$ cat config.mk
export PLATFORM = sky130hd
export DESIGN_NAME = aes256d_key_store
export DESIGN_NICKNAME = d
export VERILOG_FILES = /design/src/aes256d_pkg.sv /design/src/aes256d_key_store.sv
export SDC_FILE = /design/constraint.sdc
export NUM_CORES = 2
export LEC_CHECK = 0
export BUFFER_PORTS_ARGS = -buffer_cell sky130_fd_sc_hd__clkbuf_2
export CORE_UTILIZATION = 40
export CTS_CLUSTER_DIAMETER = 100
export DETAILED_ROUTE_END_ITERATION = 6
export HOLD_SLACK_MARGIN = 0.08
export PLACE_DENSITY_LB_ADDON = 0.15
export RECOVER_POWER = 50
export SYNTH_ARGS = -nofsm -noshare
export SYNTH_HDL_FRONTEND = slang
export SYNTH_SLANG_ARGS = --single-unit
$ cat constraint.sdc
create_clock -name clk -period 7.51 [get_ports clk]
set_input_delay 1.502 -clock clk [delete_from_list [all_inputs] [get_ports clk]]
set_output_delay 1.502 -clock clk [all_outputs]
set_load 0.01 [all_outputs]
$ cat src/aes256d_pkg.sv
// ----------------------------------------------------------------------------
// aes256d_pkg
// Shared constants, types and GF(2^8) helpers for the AES-256 block decrypter.
// ----------------------------------------------------------------------------
package aes256d_pkg;

	localparam int ROUND_COUNT_DEF = 14;
	localparam int SLOT_W = 5;
	localparam int HALF_W = 64;
	localparam int BLOCK_W = 128;

	localparam logic REQ_LOAD = 1'b0;
	localparam logic REQ_DECRYPT = 1'b1;

	typedef logic [7:0] sbox_t [256];

	function automatic logic [7:0] xtime(input logic [7:0] a);
		return {a[6:0], 1'b0} ^ (a[7] ? 8'h1b : 8'h00);
	endfunction

	function automatic logic [7:0] gf_mul(input logic [7:0] a, input logic [7:0] b);
		logic [7:0] p;
		logic [7:0] x;
		p = 8'h00;
		x = a;
		for (int i = 0; i < 8; i++) begin
			if (b[i]) begin
				p = p ^ x;
			end
			x = xtime(x);
		end
		return p;
	endfunction

	function automatic logic [7:0] rotl8(input logic [7:0] x, input int n);
		return (x << n) | (x >> (8 - n));
	endfunction

	// inverse affine map, then multiplicative inverse as x^254
	function automatic logic [7:0] inv_sbox_calc(input logic [7:0] x);
		logic [7:0] b;
		logic [7:0] r;
		logic [7:0] base;
		logic [7:0] e;
		b = rotl8(x, 1) ^ rotl8(x, 3) ^ rotl8(x, 6) ^ 8'h05;
		r = 8'h01;
		base = b;
		e = 8'd254;
		for (int i = 0; i < 8; i++) begin
			if (e[i]) begin
				r = gf_mul(r, base);
			end
			base = gf_mul(base, base);
		end
		return r;
	endfunction

	function automatic sbox_t build_inv_sbox();
		sbox_t t;
		for (int i = 0; i < 256; i++) begin
			t[i] = inv_sbox_calc(8'(i));
		end
		return t;
	endfunction

	localparam sbox_t INV_SBOX = build_inv_sbox();

endpackage

$ cat src/aes256d_key_store.sv
// ----------------------------------------------------------------------------
// aes256d_key_store
// Round key memory: one high and one low half per round, registered read.
// ----------------------------------------------------------------------------
module aes256d_key_store #(
	parameter int ROUND_COUNT = aes256d_pkg::ROUND_COUNT_DEF,
	parameter int RW = $clog2(ROUND_COUNT + 1)
) (
	input  logic                               clk,
	input  logic                               wr_en,
	input  logic                               wr_low,
	input  logic [RW-1:0]                      wr_round,
	input  logic [aes256d_pkg::HALF_W-1:0]     wr_data,
	input  logic [RW-1:0]                      rd_round,
	output logic [aes256d_pkg::BLOCK_W-1:0]    rd_key
);

	logic [aes256d_pkg::HALF_W-1:0] hi_mem [ROUND_COUNT+1];
	logic [aes256d_pkg::HALF_W-1:0] lo_mem [ROUND_COUNT+1];
	logic [aes256d_pkg::BLOCK_W-1:0] key_q;

	always_ff @(posedge clk) begin
		if (wr_en && !wr_low) begin
			hi_mem[wr_round] <= wr_data;
		end
		if (wr_en && wr_low) begin
			lo_mem[wr_round] <= wr_data;
		end
		key_q <= {hi_mem[rd_round], lo_mem[rd_round]};
	end

	assign rd_key = key_q;

endmodule

# Word-level counts from Yosys, hierarchy flattened
# Memories as Yosys holds them, arrays and structs flattened. A register that Yosys moved wholly into a read port is not among the register bits.
# Index checks and enable logic that the tools add are counted.
[word_totals]
reg_bits = 0
mem_bits_rw = 1920
inputBits = 75
word_cells = 9
mem_count = 2
[op_classes]
mux = 4
reduce_logical = 3
[memory_table]
columns = ["memory", "depth", "width", "read_ports", "rd_ports_with_merged_regs", "wr", "line_no", "rtl"]
rows = [
  ["hi_mem", 15, 64, 1, 1, 1, "aes256d_key_store.sv:18", "logic [aes256d_pkg::HALF_W-1:0] hi_mem [ROUND_COUNT+1];"],
  ["lo_mem", 15, 64, 1, 1, 1, "aes256d_key_store.sv:19", "logic [aes256d_pkg::HALF_W-1:0] lo_mem [ROUND_COUNT+1];"],
]
[op_table]
columns = ["operator", "count"]
rows = [
  ["1-bit two-way mux", 4],
  ["1-bit logical AND", 2],
  ["1-bit logical NOT", 1],
]

# Longest topological paths before layout
[depth]
depth_word = 4
mapped_depth = 8
depth_no_buf = 4

# Worst setup path after synthesis
# Ideal clock, no wire load.
[synth_path]
kind = "input to register"
startpoint = "input wr_round[1]"
endpoint = "memory hi_mem[2][0] (netlist bit), enable pin"
setup_ns = 0.565
arrival_time_ns = 6.459
setup_slack_ns = 0.486
stages = 4
n_path_buf = 1
cell_sequence = "clkbuf_1 > nand2b_1 > nand2b_1 > nor3_1"
[synth_rtl]
columns = ["element", "line_no", "rtl"]
rows = [
  ["start: declaration", "aes256d_key_store.sv:12", "input logic [RW-1:0] wr_round,"],
  ["end: declaration", "aes256d_key_store.sv:18", ""],
]
# Straight into the memory's write port.

# Worst setup path in the final report
[layout_path]
startpoint = "input wr_round[2]"
endpoint = "memory lo_mem[13][59] (netlist bit), enable pin"
[layout_rtl]
columns = ["element", "line_no"]
rows = [
  ["end: declaration", "aes256d_key_store.sv:19"],
]
# Straight into the memory's write port.

==> results.yml <==
synthesis:
  combined_area_of_all_synthesized_cells_mm2: 0.0759
  ys_ff_latch: 2048
  post_synthesis_cells: 3742
  post_synth_num_cell_types: 29
  syn_nets: 3817
  ys_seq_area_frac: 0.794
  synth_area_per_cell_um2: 20.3
  ys.warnings.count: 0
timing:
  max_freq_mhz: 239
  final.min_clock_period_ns: 4.19
  setup_viol_count_final: 0
  max_slew_margin: -0.726
  worst_pin_slew_ns: 2.59
  worst_clock_skew_ns: 0.0282
  hold_viol: 0
  timing.final.crit_share: 0.558
  finalMaxSlewViolations: 307
  fin_setup_tns_ns: 0
  rsz_0062_raised_after_global_routing: "no"
finish:
  post-route-cell-area_mm2: 0.0866
  final_net_count: 4100
  growth_of_design_area_from_synthesis_to_finish_pct: 14.1
  fillCellCount: 15800
  register_area_mm2: 0.0602
  multi_input_combinational_cell_area_mm2: 0.0148
  final-instance-count-excl-fill: 6706
  final_layout_size_suffix_gt1_frac: 0.193
floorplanning:
  rows: 159
  die_area_mm2: 0.191
  ios: 203
  coreArea_mm2: 0.188
  die_x_extent_um: 438
  start_util: 0.404
  die_boundary_height_um: 438
power:
  vdd.ir_drop.worst_mv: 0.240
  leakagePower_nw: 28.0
  p_sw_mw: 5.27
  intPower_mw: 18.8
  power.clock.fraction: 0.420
  seq_power_share: 0.531
  combPwrFrac: 0.049
  p_sw_frac: 0.219
  pwr_density_cell_mw_per_mm2: 278
setup_path:
  setup.reg_to_reg.worst_slack_ns: 5.91
  rr_endpoint: "rd_key[21]"
  timing.critical_path.from: "wr_round[2]"
  critPathBufInv: 2
  critical_path_depth_in_cells: 4
  critical_path_class: "primary input to register"
  path_cells: "clkbuf_1, nand4_1, nor2_1, buf_4"
  cp-start-kind: "primary input"
  critPathSlowestCell: "nor2_1"
  dominant_delay_contributor_by_cell_family_on_the_critical_path: "simple AND/OR/NAND/NOR gates"
  critical_path.max_fanout: 25
  crit-reg2reg-launch: "lo_mem[12][21]"
  worst_ep_required_time_ns: 7.97
  cp_data_arrival_time_ns: 4.65
  critical_path.endpoint: "lo_mem[13][59]"
  r2r.worst_path.cells: 4
  crit_path_end_kind: "register"
  slowest_delay_ns: 1.57
job:
  cap_viol_max_count: 12
global_route:
  globalRouteOverflowTotal: 0
  grt_start_max_net_pins: 131
  groute.usage.overall: 0.218
  grt_first_pass_wirelength_um: 294000
  antenna_found_initial: 10
  grt_pass1_vias: 38200
placement:
  place.port_buffers: 202
  dpl_cell_area_mm2: 0.0800
  gp_routability_congestion: 0.743
  dp_cells: 6309
  hpwlAfterDp_um: 107000
clock_tree:
  postCtsSetupBuffers: 0
  cts.reportedPaths.clkPinSlew_ns: 0.06
  post_cts_hold_buffer_count: 0
  tritoncts.num_buffers: 209
  cts_resized: 0
  cts.sink_count: 2048
  maximum_count_of_clock_buffers_along_a_single_path: 3
  clk_root_buffer_cell: "clkbuf_16"
  cts_tree: "done"
  insertion_delay_ns: 0.84
  htree_levels: 4
detailed_routing:
  antenna_left: 0
  drt_iter0_drcs: 3628
  detail_route.vias_per_cell: 5.66
  detail_route.drc_violations: 24
  drt_pre_antenna_iters: 7
  totalWireLength_um: 210000
  routed_wire_length_per_instance_um: 31.2
  vias: 38000
run_status:
  violations: "DRC, capacitance limit, slew limit"
  status: "finished, violations left"
worst_hold_path:
  holdCritPathClass: "register to register"
-- worst min-delay path by stage --
stage / cells after the start / from / slack [ns] / end
6_report: 3 / hi_mem[14][47] / 0.60 / rd_key[111]
3_5_place_dp: 3 / hi_mem[14][47] / 0.60 / rd_key[111]
4_1_cts: 3 / hi_mem[14][33] / 0.60 / rd_key[97]
5_1_grt: 3 / hi_mem[14][47] / 0.63 / rd_key[111]
2_1_floorplan: 3 / lo_mem[14][60] / 0.58 / rd_key[60]
3_3_place_gp: 3 / lo_mem[14][54] / 0.59 / rd_key[54]
-- sequential cells by signal (all words and copies together), names as in the netlist --
signal,cells
hi_mem,960
rd_key,128
lo_mem,960
-- placed cells by master, fill, tap and decap left out, types with 2 or more instances in the layout --
| master | instances |
|---|---|
| a211o_1 | 106 |
| a22oi_1 | 128 |
| a31oi_1 | 128 |
| buf_12 | 8 |
| buf_4 | 81 |
| buf_8 | 3 |
| bufinv_16 | 8 |
| clkbuf_1 | 146 |
| clkbuf_16 | 211 |
| clkbuf_2 | 133 |
| clkbuf_8 | 28 |
| clkinv_1 | 27 |
| clkinv_16 | 4 |
| clkinv_2 | 28 |
| clkinv_8 | 6 |
| clkinvlp_4 | 2 |
| dfxtp_1 | 128 |
| diode_2 | 2 |
| edfxtp_1 | 1920 |
| inv_4 | 2 |
| inv_6 | 4 |
| mux2i_1 | 278 |
| mux4_2 | 256 |
| nand2_1 | 25 |
| nand2b_1 | 133 |
| nand2b_4 | 2 |
| nand3_1 | 2 |
| nand4b_1 | 2 |
| nor2_1 | 5 |
| nor2_4 | 24 |
| nor2b_1 | 107 |
| nor2b_4 | 3 |
| nor3_1 | 2 |
| nor3_2 | 6 |
| o21ai_1 | 128 |
| o22ai_1 | 128 |
| or2_4 | 2 |
-- Yosys cell counts (all sizes together) --
cell type | n | area, um^2
a31oi | 128 | 801
dfxtp | 128 | 2560
nand4 | 1 | 6.26
buf | 124 | 746
mux2i | 278 | 2780
nand4b | 2 | 17.5
nor2 | 29 | 119
a22oi | 128 | 961
clkinv | 1 | 3.75
mux4 | 256 | 5770
nand3 | 2 | 10.0
nor2b | 110 | 688
nand2 | 25 | 93.8
inv | 1 | 3.75
or2 | 2 | 12.5
o22ai | 128 | 801
nor3 | 8 | 40.0
edfxtp | 1920 | 57700
clkbuf | 100 | 380
nand2b | 136 | 851
o21ai | 128 | 641
a211o | 106 | 928
nand3b | 1 | 7.51
-- final cells by class --
class | count | share of cell area
Antenna cell | 2 | 0.0000578
Clock inverter | 80 | 0.00889
Tap cell | 2495 | 0.0360
Inverter | 2 | 0.000144
Multi-Input combinational cell | 1468 | 0.171
Clock buffer | 315 | 0.0687
Timing Repair Buffer | 296 | 0.0202
Sequential cell | 2048 | 0.695
-- layer usage --
layer | wire, um | track usage | vias up
met3 | 10700 | 0.0314 | 275
met1 | 91300 | 0.304 | 20600
met5 | 28 | 0 | -
met2 | 103000 | 0.358 | 1134
met4 | 4820 | 0.0586 | 4
li1 | - | - | 16000
-- worst reg2reg max path, delay by kind of cell (launching register included) --
family	cells	cell delay (ns)
AOI/OAI and AO/OA	3	0.91
DFF	1	0.36
and+or+nand+nor	1	0.13
-- stage by stage --
step	hold WS (ns)	util	worst slack (ns)	total power, mW
after floorplan	0.578	-	0.486	13.6
after global placement	0.593	0.426	2.96	14.2
after detailed placement	0.598	0.426	2.94	14.2
after CTS	0.601	0.461	3.87	24.3
after global routing	0.634	0.461	3.27	24.8
final	0.604	0.461	3.32	24.1
-- power by group through the flow --
| stage | clock network [mW] | registers, mW | logic, mW |
|---|---|---|---|
| after global routing | 10.7 | 12.8 | 1.26 |
| final | 10.1 | 12.8 | 1.17 |
| after CTS | 10.3 | 12.8 | 1.20 |
| after detailed placement | 0 | 13.0 | 1.20 |
| after global placement | 0 | 13.0 | 1.19 |
| after floorplan | 0 | 13.0 | 0.605 |
-- kinds of logic after synthesis --
family | Yosys count | share of synthesized area
flip-flops | 2048 | 0.794
AO/OA/AOI/OAI | 618 | 0.0544
AND/OR/NAND/NOR | 316 | 0.0243
multiplexers | 534 | 0.113
buffers and inverters | 226 | 0.0149
(Power assumes the default switching activity.)
